==> src/rtl/alks_pkg.sv <==
// Shared types, codes and reset constants for the actuator link keep-alive scheduler.
// Depends on nothing; every other file of the block imports it.
`timescale 1ns / 1ps

package alks_pkg;

  localparam int unsigned MaxFrames = 3;
  localparam int unsigned CfgDataW  = 16;
  localparam int unsigned CfgIdxW   = 3;

  typedef enum logic [2:0] {
    CMD_TICK   = 3'd0,
    CMD_DRIVE  = 3'd1,
    CMD_CATCH  = 3'd2,
    CMD_SHOVEL = 3'd3,
    CMD_LAMP   = 3'd4
  } cmd_e;

  typedef enum logic [CfgIdxW-1:0] {
    REG_MAX_DRIVE   = 3'd0,
    REG_PASSING_POS = 3'd1,
    REG_NORMAL_POS  = 3'd2,
    REG_CATCH_DOWN  = 3'd3,
    REG_CATCH_UP    = 3'd4,
    REG_PING_IVL    = 3'd5,
    REG_SERVO_RPT   = 3'd6,
    REG_DRIVE_TMO   = 3'd7
  } reg_idx_e;

  localparam logic [7:0] OP_PING  = 8'h01;
  localparam logic [7:0] OP_SERVO = 8'h02;
  localparam logic [7:0] OP_DRIVE = 8'h03;
  localparam logic [7:0] OP_CATCH = 8'h04;
  localparam logic [7:0] OP_LIGHT = 8'h09;

  localparam logic [1:0] LEN_PING  = 2'd1;
  localparam logic [1:0] LEN_SHORT = 2'd2;
  localparam logic [1:0] LEN_DRIVE = 2'd3;

  localparam logic [6:0]  RST_MAX_DRIVE   = 7'd127;
  localparam logic [7:0]  RST_PASSING_POS = 8'd0;
  localparam logic [7:0]  RST_NORMAL_POS  = 8'd50;
  localparam logic [7:0]  RST_CATCH_DOWN  = 8'd0;
  localparam logic [7:0]  RST_CATCH_UP    = 8'd0;
  localparam logic [15:0] RST_PING_IVL    = 16'd100;
  localparam logic [15:0] RST_SERVO_RPT   = 16'd100;
  localparam logic [15:0] RST_DRIVE_TMO   = 16'd1000;
  localparam logic [7:0]  RST_LAST_POS    = 8'd50;

  typedef struct packed {
    logic [6:0]  max_drive;
    logic [7:0]  passing_position;
    logic [7:0]  normal_position;
    logic [7:0]  catch_down_position;
    logic [7:0]  catch_up_position;
    logic [15:0] ping_interval_ms;
    logic [15:0] servo_repeat_ms;
    logic [15:0] drive_timeout_ms;
  } cfg_t;

  typedef struct packed {
    logic [7:0] opcode;
    logic [7:0] arg_a;
    logic [7:0] arg_b;
    logic [1:0] length;
  } frame_t;

  // Frames caused by one request, packed from slot 0 upwards.
  typedef struct packed {
    frame_t [MaxFrames-1:0] frames;
    logic [1:0]             count;
  } burst_t;

  typedef struct packed {
    logic       valid;
    logic [1:0] idx;
    logic [1:0] count;
  } burst_status_t;

endpackage

==> src/rtl/alks_cfg_regs.sv <==
// Configuration register file of the keep-alive scheduler.
// Depends on alks_pkg for the register indexes, reset values and cfg_t.
`timescale 1ns / 1ps

module alks_cfg_regs (
  input  logic                           clk_i,
  input  logic                           rst_ni,
  input  logic                           cfg_we_i,
  input  logic [alks_pkg::CfgIdxW-1:0]   cfg_idx_i,
  input  logic [alks_pkg::CfgDataW-1:0]  cfg_data_i,
  output alks_pkg::cfg_t                 cfg_o
);
  import alks_pkg::*;

  cfg_t cfg_q, cfg_d;

  always_comb begin
    cfg_d = cfg_q;
    if (cfg_we_i) begin
      unique case (reg_idx_e'(cfg_idx_i))
        REG_MAX_DRIVE:   cfg_d.max_drive           = cfg_data_i[6:0];
        REG_PASSING_POS: cfg_d.passing_position    = cfg_data_i[7:0];
        REG_NORMAL_POS:  cfg_d.normal_position     = cfg_data_i[7:0];
        REG_CATCH_DOWN:  cfg_d.catch_down_position = cfg_data_i[7:0];
        REG_CATCH_UP:    cfg_d.catch_up_position   = cfg_data_i[7:0];
        REG_PING_IVL:    cfg_d.ping_interval_ms    = cfg_data_i[15:0];
        REG_SERVO_RPT:   cfg_d.servo_repeat_ms     = cfg_data_i[15:0];
        REG_DRIVE_TMO:   cfg_d.drive_timeout_ms    = cfg_data_i[15:0];
        default:         cfg_d = cfg_q;
      endcase
    end
  end

  always_ff @(posedge clk_i or negedge rst_ni) begin
    if (!rst_ni) begin
      cfg_q.max_drive           <= RST_MAX_DRIVE;
      cfg_q.passing_position    <= RST_PASSING_POS;
      cfg_q.normal_position     <= RST_NORMAL_POS;
      cfg_q.catch_down_position <= RST_CATCH_DOWN;
      cfg_q.catch_up_position   <= RST_CATCH_UP;
      cfg_q.ping_interval_ms    <= RST_PING_IVL;
      cfg_q.servo_repeat_ms     <= RST_SERVO_RPT;
      cfg_q.drive_timeout_ms    <= RST_DRIVE_TMO;
    end else begin
      cfg_q <= cfg_d;
    end
  end

  assign cfg_o = cfg_q;

endmodule

==> src/rtl/alks_frame_gen.sv <==
// Frame builder: elapsed-time counters, last servo position and the frames of one request.
// Depends on alks_pkg for commands, opcodes, cfg_t and burst_t.
`timescale 1ns / 1ps

module alks_frame_gen (
  input  logic                 clk_i,
  input  logic                 rst_ni,
  input  alks_pkg::cmd_e       cmd_i,
  input  logic signed [7:0]    left_speed_i,
  input  logic signed [7:0]    right_speed_i,
  input  logic                 flag_i,
  input  alks_pkg::cfg_t       cfg_i,
  input  logic                 take_i,
  output alks_pkg::burst_t     burst_o
);
  import alks_pkg::*;

  logic [15:0] ping_q, ping_d;
  logic [15:0] drive_q, drive_d;
  logic [15:0] servo_q, servo_d;
  logic [7:0]  last_pos_q, last_pos_d;
  logic [15:0] ping_inc, drive_inc, servo_inc;
  logic [7:0]  left_clamped, right_clamped;
  logic [7:0]  servo_pos;
  logic [1:0]  slot;
  burst_t      burst;

  // Limit a signed speed to plus or minus the configured magnitude.
  function automatic logic [7:0] clamp_speed(logic signed [7:0] s, logic [6:0] lim);
    logic signed [8:0] sx;
    logic signed [8:0] mx;
    logic signed [8:0] res;
    sx = {s[7], s};
    mx = {2'b00, lim};
    if (sx > mx) begin
      res = mx;
    end else if (sx < -mx) begin
      res = -mx;
    end else begin
      res = sx;
    end
    return res[7:0];
  endfunction

  assign ping_inc  = (ping_q  == 16'hFFFF) ? ping_q  : ping_q  + 16'd1;
  assign drive_inc = (drive_q == 16'hFFFF) ? drive_q : drive_q + 16'd1;
  assign servo_inc = (servo_q == 16'hFFFF) ? servo_q : servo_q + 16'd1;

  assign left_clamped  = clamp_speed(left_speed_i, cfg_i.max_drive);
  assign right_clamped = clamp_speed(right_speed_i, cfg_i.max_drive);
  assign servo_pos     = flag_i ? cfg_i.passing_position : cfg_i.normal_position;

  always_comb begin
    burst      = '0;
    slot       = 2'd0;
    ping_d     = ping_q;
    drive_d    = drive_q;
    servo_d    = servo_q;
    last_pos_d = last_pos_q;
    unique case (cmd_i)
      CMD_TICK: begin
        ping_d  = ping_inc;
        drive_d = drive_inc;
        servo_d = servo_inc;
        // Fixed order: ping, then zero drive, then servo repeat.
        if (ping_inc > cfg_i.ping_interval_ms) begin
          burst.frames[slot] = '{opcode: OP_PING, arg_a: 8'd0, arg_b: 8'd0, length: LEN_PING};
          ping_d = '0;
          slot   = slot + 2'd1;
        end
        if (drive_inc > cfg_i.drive_timeout_ms) begin
          burst.frames[slot] = '{opcode: OP_DRIVE, arg_a: 8'd0, arg_b: 8'd0,
                                 length: LEN_DRIVE};
          drive_d = '0;
          slot    = slot + 2'd1;
        end
        if (servo_inc > cfg_i.servo_repeat_ms) begin
          burst.frames[slot] = '{opcode: OP_SERVO, arg_a: last_pos_q, arg_b: 8'd0,
                                 length: LEN_SHORT};
          servo_d = '0;
          slot    = slot + 2'd1;
        end
        burst.count = slot;
      end
      CMD_DRIVE: begin
        burst.frames[0] = '{opcode: OP_DRIVE, arg_a: left_clamped, arg_b: right_clamped,
                            length: LEN_DRIVE};
        burst.count = 2'd1;
        drive_d     = '0;
      end
      CMD_CATCH: begin
        burst.frames[0] = '{opcode: OP_CATCH,
                            arg_a: flag_i ? cfg_i.catch_down_position
                                          : cfg_i.catch_up_position,
                            arg_b: 8'd0, length: LEN_SHORT};
        burst.count = 2'd1;
      end
      CMD_SHOVEL: begin
        burst.frames[0] = '{opcode: OP_SERVO, arg_a: servo_pos, arg_b: 8'd0,
                            length: LEN_SHORT};
        burst.count = 2'd1;
        last_pos_d  = servo_pos;
        servo_d     = '0;
      end
      CMD_LAMP: begin
        burst.frames[0] = '{opcode: OP_LIGHT, arg_a: {7'd0, flag_i}, arg_b: 8'd0,
                            length: LEN_SHORT};
        burst.count = 2'd1;
      end
      default: begin
        burst.count = 2'd0;
      end
    endcase
  end

  always_ff @(posedge clk_i or negedge rst_ni) begin
    if (!rst_ni) begin
      ping_q     <= '0;
      drive_q    <= '0;
      servo_q    <= '0;
      last_pos_q <= RST_LAST_POS;
    end else if (take_i) begin
      ping_q     <= ping_d;
      drive_q    <= drive_d;
      servo_q    <= servo_d;
      last_pos_q <= last_pos_d;
    end
  end

  assign burst_o = burst;

endmodule

==> src/rtl/alks_burst_out.sv <==
// Result register: holds one request's frames and hands out one per cycle unless stalled.
// Depends on alks_pkg for burst_t, frame_t and burst_status_t.
`timescale 1ns / 1ps

module alks_burst_out (
  input  logic                    clk_i,
  input  logic                    rst_ni,
  input  logic                    load_i,
  input  alks_pkg::burst_t        burst_i,
  output logic                    free_o,
  output logic                    out_valid_o,
  input  logic                    out_ready_i,
  output alks_pkg::frame_t        frame_o,
  output logic                    last_o,
  output alks_pkg::burst_status_t status_o
);
  import alks_pkg::*;

  logic   valid_q, valid_d;
  logic [1:0] idx_q, idx_d;
  burst_t burst_q;
  logic   out_fire;

  assign last_o   = (idx_q == (burst_q.count - 2'd1));
  assign out_fire = valid_q && out_ready_i;
  // A new burst may enter as the final frame of the current one leaves.
  assign free_o   = !valid_q || (out_fire && last_o);

  always_comb begin
    valid_d = valid_q;
    idx_d   = idx_q;
    if (out_fire) begin
      if (last_o) begin
        valid_d = 1'b0;
        idx_d   = 2'd0;
      end else begin
        idx_d = idx_q + 2'd1;
      end
    end
    if (load_i) begin
      valid_d = 1'b1;
      idx_d   = 2'd0;
    end
  end

  always_ff @(posedge clk_i or negedge rst_ni) begin
    if (!rst_ni) begin
      valid_q <= 1'b0;
      idx_q   <= 2'd0;
    end else begin
      valid_q <= valid_d;
      idx_q   <= idx_d;
    end
  end

  always_ff @(posedge clk_i) begin
    if (load_i) begin
      burst_q <= burst_i;
    end
  end

  assign out_valid_o = valid_q;
  assign frame_o     = burst_q.frames[idx_q];
  assign status_o    = '{valid: valid_q, idx: idx_q, count: burst_q.count};

endmodule

==> src/rtl/actuator_link_keepalive_scheduler.sv <==
// Top level of the actuator link keep-alive scheduler: input register, frame builder,
// configuration registers and result register. Depends on alks_pkg and the alks_* modules.
`timescale 1ns / 1ps

//  Channel   Direction  Handshake                  Payload
//  --------  ---------  -------------------------  -------------------------------------
//  input     in         in_valid_i / in_ready_o    command, left/right speed, flag
//  output    out        out_valid_o / out_ready_i  opcode, arg_a, arg_b, length, last
//  config    in         cfg_we_i (no wait)         cfg_idx_i, cfg_data_i
//
// A request sits in the input register while its frames are built in a single pass; they
// enter the result register at the next edge, so the first frame is on the output in the
// cycle after the request is taken. The result register sends one frame per cycle while
// out_ready_i is high; a request waits in the input register until the last frame of the
// burst before it (up to three for a tick) leaves; one that makes no frame leaves at once.
// Reset clears the counters and the handshake state; no clearing pass is needed.
// A stalled output holds the result register, which in turn holds the input register.

module actuator_link_keepalive_scheduler (
  input  logic                           clk_i,
  input  logic                           rst_ni,
  // Configuration writes.
  input  logic                           cfg_we_i,
  input  logic [alks_pkg::CfgIdxW-1:0]   cfg_idx_i,
  input  logic [alks_pkg::CfgDataW-1:0]  cfg_data_i,
  // Request channel.
  input  logic                           in_valid_i,
  output logic                           in_ready_o,
  input  logic [2:0]                     command_i,
  input  logic signed [7:0]              left_speed_i,
  input  logic signed [7:0]              right_speed_i,
  input  logic                           flag_i,
  // Frame channel.
  output logic                           out_valid_o,
  input  logic                           out_ready_i,
  output logic [7:0]                     opcode_o,
  output logic [7:0]                     arg_a_o,
  output logic [7:0]                     arg_b_o,
  output logic [1:0]                     length_o,
  output logic                           last_o
);
  import alks_pkg::*;

  cfg_t              cfg;
  burst_t            burst;
  burst_status_t     burst_status;
  frame_t            frame;
  logic              burst_free;
  logic              take;
  logic              load;
  logic              in_fire;

  // Input register.
  logic              inq_valid_q;
  cmd_e              inq_cmd_q;
  logic signed [7:0] inq_left_q;
  logic signed [7:0] inq_right_q;
  logic              inq_flag_q;

  alks_cfg_regs u_cfg_regs (
    .clk_i      (clk_i),
    .rst_ni     (rst_ni),
    .cfg_we_i   (cfg_we_i),
    .cfg_idx_i  (cfg_idx_i),
    .cfg_data_i (cfg_data_i),
    .cfg_o      (cfg)
  );

  // The held request leaves the input register once its frames can enter the result
  // register. A request with no frames (unknown command, tick with none due) leaves at once.
  assign take       = inq_valid_q && ((burst.count == 2'd0) || burst_free);
  assign load       = take && (burst.count != 2'd0);
  assign in_ready_o = !inq_valid_q || take;
  assign in_fire    = in_valid_i && in_ready_o;

  always_ff @(posedge clk_i or negedge rst_ni) begin
    if (!rst_ni) begin
      inq_valid_q <= 1'b0;
    end else if (in_ready_o) begin
      inq_valid_q <= in_valid_i;
    end
  end

  always_ff @(posedge clk_i) begin
    if (in_fire) begin
      inq_cmd_q   <= cmd_e'(command_i);
      inq_left_q  <= left_speed_i;
      inq_right_q <= right_speed_i;
      inq_flag_q  <= flag_i;
    end
  end

  alks_frame_gen u_frame_gen (
    .clk_i         (clk_i),
    .rst_ni        (rst_ni),
    .cmd_i         (inq_cmd_q),
    .left_speed_i  (inq_left_q),
    .right_speed_i (inq_right_q),
    .flag_i        (inq_flag_q),
    .cfg_i         (cfg),
    .take_i        (take),
    .burst_o       (burst)
  );

  alks_burst_out u_burst_out (
    .clk_i       (clk_i),
    .rst_ni      (rst_ni),
    .load_i      (load),
    .burst_i     (burst),
    .free_o      (burst_free),
    .out_valid_o (out_valid_o),
    .out_ready_i (out_ready_i),
    .frame_o     (frame),
    .last_o      (last_o),
    .status_o    (burst_status)
  );

  assign opcode_o = frame.opcode;
  assign arg_a_o  = frame.arg_a;
  assign arg_b_o  = frame.arg_b;
  assign length_o = frame.length;

`ifndef NO_ASSERTIONS
  // A held burst always has at least one frame and its pointer stays inside it.
  a_burst_index: assert property (@(posedge clk_i) disable iff (!rst_ni)
    burst_status.valid |-> (burst_status.count != 2'd0) && (burst_status.idx < burst_status.count))
    else $error("burst pointer outside the held frames");

  // A frame taken that is not the last of its request is followed by another.
  a_burst_continues: assert property (@(posedge clk_i) disable iff (!rst_ni)
    out_valid_o && out_ready_i && !last_o |=> out_valid_o)
    else $error("frame burst ended without a last marker");

  // A request that produces frames shows one on the output in the next cycle.
  a_load_shows: assert property (@(posedge clk_i) disable iff (!rst_ni)
    load |=> out_valid_o && (burst_status.idx == 2'd0))
    else $error("loaded burst not presented");

  // An empty input register never refuses a request.
  a_ready_when_empty: assert property (@(posedge clk_i) disable iff (!rst_ni)
    !inq_valid_q |-> in_ready_o)
    else $error("input stalled while the input register is empty");
`endif

endmodule

==> config.mk <==
export PLATFORM = sky130hd
export DESIGN_NAME = actuator_link_keepalive_scheduler
export DESIGN_NICKNAME = d
export VERILOG_FILES = /design/src/rtl/alks_pkg.sv /design/src/rtl/alks_cfg_regs.sv /design/src/rtl/alks_frame_gen.sv /design/src/rtl/alks_burst_out.sv /design/src/rtl/actuator_link_keepalive_scheduler.sv
export SDC_FILE = /design/constraint.sdc
export NUM_CORES = 1
export LEC_CHECK = 0
export ABC_CLOCK_PERIOD_IN_PS = 9750
export BUFFER_PORTS_ARGS = -buffer_cell sky130_fd_sc_hd__clkbuf_2
export CAP_MARGIN = 30
export CORE_UTILIZATION = 55
export DETAILED_ROUTE_END_ITERATION = 10
export PLACE_DENSITY_LB_ADDON = 0.1
export SLEW_MARGIN = 25
export SYNTH_ARGS = -nofsm -noshare
export SYNTH_HDL_FRONTEND = slang
export SYNTH_SLANG_ARGS = --single-unit
==> constraint.sdc <==
create_clock -name clk_i -period 9.75 [get_ports clk_i]
set_clock_uncertainty 0.05 [all_clocks]
set_input_delay 1.95 -clock clk_i [delete_from_list [all_inputs] [get_ports clk_i]]
set_output_delay 1.95 -clock clk_i [all_outputs]
set_load 0.01 [all_outputs]
==> results by group <==
Outcome
  • Violated checks: design-rule violations
  • Result of the run: finished, violations left

Global route
  • Initial antenna violation count: 0
  • Met1 global-route usage: 0.373
  • Met2 capacity usage during global routing: 0.396
  • Total global-route track usage: 0.253
  • Met3 track demand over resource: 0.0304
  • Largest net degree at the start of global routing: 75
  • Gr ovfl total: 0
  • Layer carrying the most global-route usage: met2
  • First-pass GRT wire length: 45200 um
  • Number of global-route vias before repair: 8755

Synthesis
  • Post-synth EDFFs: 63
  • Synthesized cell area: roughly 0.012 sq mm
  • Cell count after synthesis: between 1000 and 1500
  • Post-synthesis register bit count: 210
  • Synthesized area per cell: between 10 and 15 sq um
  • Fraction of registers with async set or reset after synthesis: 0.700
  • YS warnings: 0
  • Share of the yosys chip area belonging to registers: 0.459
  • Synth unique cells: 69
  • Main synth FF type: sky130_fd_sc_hd__dfrtp_1

STA
  • Post-layout minimum cycle time: about 8700 ps
  • Crit share post-route: 0.891
  • Hold Violations, Final: 0
  • Setup repair after global routing missed its margin: false
  • Number of setup violations in the final report: 0
  • Max Clk Rate: 115 MHz
  • Least-Margin Pin Slew: between 1000 and 1500 ps
  • Max-slew violation count: 0
  • Minimum hold slack: about 450 ps
  • Relative slew slack: 0.328
  • Aggregate negative setup slack: 0 ps

Die
  • Initial standard-cell utilization of the core: 0.561
  • Die Span Y: about 150 um
  • Count of boundary I/O pins: 73
  • Horiz. Die Dim: approximately 150 um
  • Total Die Area: between 0.02 and 0.025 sq mm
  • Core area: 0.0218 sq mm
  • Number of core rows: 54

Place
  • RePlAce Congestion: 0.900
  • Buffers added on ports: between 60 and 70
  • Detail Placement HPWL: approximately 20000 um

Setup path
  • Critical Path Max Stage Delay: 680 ps
  • Critical-path cell list: nand4_1 > nor4_1 > nand4_1 > nand4_1 > nor2_1 > xor2_1 > ha_1 > a211oi_1 > o21ai_0 > a221o_1 > o21ai_0 > a31oi_1 > clkinv_1 > ha_1 > or2_2 > nor4_1 > nor3_4 > o21ai_1 > or2_1 > clkbuf_2
  • Maximum fanout count along the critical path: 13
  • Worst Setup End Kind: output pin
  • Number of cell instances on the worst register-to-register path: 21
  • Required @ worst endpoint: between 7000 and 8000 ps
  • FF-to-FF End: inq_right_q[2]
  • Worst path most repeated cell: sky130_fd_sc_hd__nand4_1
  • Critical Path Start Type: flop
  • Critical Path AT: ~6700 ps
  • Worst flop-to-flop path startpoint: u_frame_gen.ping_q[3]
  • Worst setup path category: flop to output pin
  • Setup crit end: in_ready_o
  • Origin of the worst setup path: u_frame_gen.ping_q[3]
  • Highest-delay cell along the critical path: sky130_fd_sc_hd__nor4_1
  • Worst R2R Setup Slack: about 2900 ps

Clocking
  • Number of buffers added to fix hold violations after cts: 0
  • Clock Latency Late Sink: 520 ps
  • Clock tree sinks: 210
  • TritonCTS clock tree: yes
  • Worst-case clock buffer depth: 3
  • Number of H-tree levels: 1
  • Number of CTS-inserted buffers: 24
  • Post-cts repair resize count: 0
  • CTS Root Buffer Type: sky130_fd_sc_hd__clkbuf_16
  • Clock transition at the registers of the reported paths: 60 ps
  • Post CTS Setup Buffer Count: 0

Finish
  • Antenna diode count: 0
  • Proportion of layout cells with a drive suffix above 1: 0.197
  • Most frequent standard cell in the layout excluding fill and tap cells: sky130_fd_sc_hd__dfrtp_1
  • Layout Area Growth over Synthesis: 12.1%
  • Top library cells by usage in the layout, fill and taps aside: sky130_fd_sc_hd__dfrtp_1 (122), sky130_fd_sc_hd__nand2_1 (97), sky130_fd_sc_hd__ha_1 (86)
  • Post-layout nets: ~1400

Min path
  • Classification of the worst-slack hold path: flop to flop

Pwr
  • IR drop worst, VDD: roughly 0.16 mV
  • Leak: 6.09 nW
  • Power density normalized to cell area: roughly 240 mW/mm^2

Drt
  • Number of violations reported at the end of detailed-routing iteration 0: between 400 and 500
  • Routed wire length: between 20000 and 30000 um
  • Vias per inst: ~5.9
  • Number of vias after detailed routing: 9100
  • Routed length per placed instance: 18.0 um
  • Post-route antenna net violation count: 0
  • # DRC: 2
  • Iteration count of the initial detailed-routing pass: 10

Job
  • Max-cap violation count: 0
==> Yosys cell counts (6+ instances only) <==
cell                       count  area, sq um
sky130_fd_sc_hd__o211ai_1      7         52.6
sky130_fd_sc_hd__nand4_1      27          169
sky130_fd_sc_hd__inv_1        76          285
sky130_fd_sc_hd__xor2_1       10         87.6
sky130_fd_sc_hd__xnor2_1      23          201
sky130_fd_sc_hd__a211o_1       7         61.3
sky130_fd_sc_hd__a211oi_1      7         52.6
sky130_fd_sc_hd__and3_1       29          181
sky130_fd_sc_hd__o22ai_1      10         62.6
sky130_fd_sc_hd__nand3_1      32          160
sky130_fd_sc_hd__mux2_2       82          923
sky130_fd_sc_hd__dfstp_2      25          657
sky130_fd_sc_hd__nor4_1       11         68.8
sky130_fd_sc_hd__nor2b_1      18          113
sky130_fd_sc_hd__and4_1        6         52.6
sky130_fd_sc_hd__ha_1         86         1080
sky130_fd_sc_hd__nor2_1       66          248
sky130_fd_sc_hd__edfxtp_1     63         1890
sky130_fd_sc_hd__and2_1       18          113
sky130_fd_sc_hd__o21ai_1      11         55.1
sky130_fd_sc_hd__o21a_1       12         90.1
sky130_fd_sc_hd__nand2_1      97          364
sky130_fd_sc_hd__a22o_1       10         87.6
sky130_fd_sc_hd__a21oi_1      46          230
sky130_fd_sc_hd__nand2b_1     11         68.8
sky130_fd_sc_hd__clkbuf_1     32          120
sky130_fd_sc_hd__o31ai_1      12         90.1
sky130_fd_sc_hd__nor3_1       16         80.1
sky130_fd_sc_hd__dfrtp_1     122         3050
sky130_fd_sc_hd__mux2i_1      45          450
sky130_fd_sc_hd__or3_1         8         50.1
sky130_fd_sc_hd__buf_4         7         52.6
sky130_fd_sc_hd__o21ai_0      85          425
==> layout make-up <==
cell class	count	area, sq um
Sequential cell	210	5600
Clock inverter	14	144
Timing Repair Buffer	85	487
Fill cell	1834	8080
Inverter	77	289
Tap cell	280	350
Multi-Input combinational cell	849	6130
Clock buffer	30	676
==> power breakdown <==
part / switching, W / internal, W
logic: 0.000598 / 0.000463
registers: 0.000192 / 0.00114
clock network: 0.000362 / 0.000568
==> worst min-delay path by stage <==
| stage | start | to | slack, ps | cells past startpoint |
|---|---|---|---|---|
| 4_1_cts | u_cfg_regs.cfg_o[44] | u_cfg_regs.cfg_o[44] | 460 | 1 |
| 3_3_place_gp | u_cfg_regs.cfg_o[60] | u_cfg_regs.cfg_o[60] | 440 | 1 |
| 2_1_floorplan | u_frame_gen.servo_q[8] | u_frame_gen.servo_q[8] | 420 | 1 |
| 5_1_grt | u_cfg_regs.cfg_o[25] | u_cfg_regs.cfg_o[25] | 470 | 1 |
| 6_report | u_cfg_regs.cfg_o[44] | u_cfg_regs.cfg_o[44] | 450 | 1 |
| 3_5_place_dp | u_cfg_regs.cfg_o[44] | u_cfg_regs.cfg_o[44] | 440 | 1 |
==> cells by family after synthesis <==
logic type                 share of synthesized area
buffers and inverters                         0.0415
xor gates and xnor gates                      0.0237
DFF                                            0.459
muxes                                          0.113
adders and majority gates                     0.0882
and+or+nand+nor                                0.153
other                                       0.000307
AOI/OAI and AO/OA                              0.122
==> routing by layer <==
metal / part of all wire / up-vias
met2: 0.45 / 196
li1: - / 4431
met5: 0 / -
met4: 0.017 / 0
met1: 0.49 / 4435
met3: 0.045 / 38
==> sequential cells by signal, summed over array words and instances (netlist names) <==
| register | cells |
|---|---|
| u_frame_gen.servo_q | 16 |
| u_cfg_regs.cfg_o | 87 |
| u_burst_out.burst_q | 41 |
| u_burst_out.status_o | 2 |
| inq_left_q | 8 |
| u_burst_out.idx_q | 2 |
| u_burst_out.out_valid_o | 1 |
| u_frame_gen.last_pos_q | 8 |
| inq_valid_q | 1 |
| u_frame_gen.ping_q | 16 |
| inq_right_q | 8 |
| u_frame_gen.drive_q | 16 |
| inq_cmd_q | 3 |
| inq_flag_q | 1 |
==> per-stage QoR <==
step                      cell area, sq um   util  total power, W  cells  worst slack [ps]
after floorplan                      12200      -         0.00205   1182              2750
after global placement               12800  0.587         0.00236   1492              1940
after detailed placement             12800  0.589         0.00239   1495              1700
after CTS                            13600  0.626         0.00333   1539              1130
after global routing                 13700  0.629         0.00354   1545               494
final                                13700  0.629         0.00332   1545              1070
==> critical path, delay by kind of cell, from the launching register on <==
kind | cells | cell delay, ps
adder cells (fa/ha/maj) | 2 | 910
flip-flops | 1 | 450
AND/OR/NAND/NOR | 9 | 3000
buffers and inverters | 2 | 550
XOR/XNOR | 1 | 160
AO/OA/AOI/OAI | 6 | 1110
No activity file was read; power rests on OpenSTA's default activity.
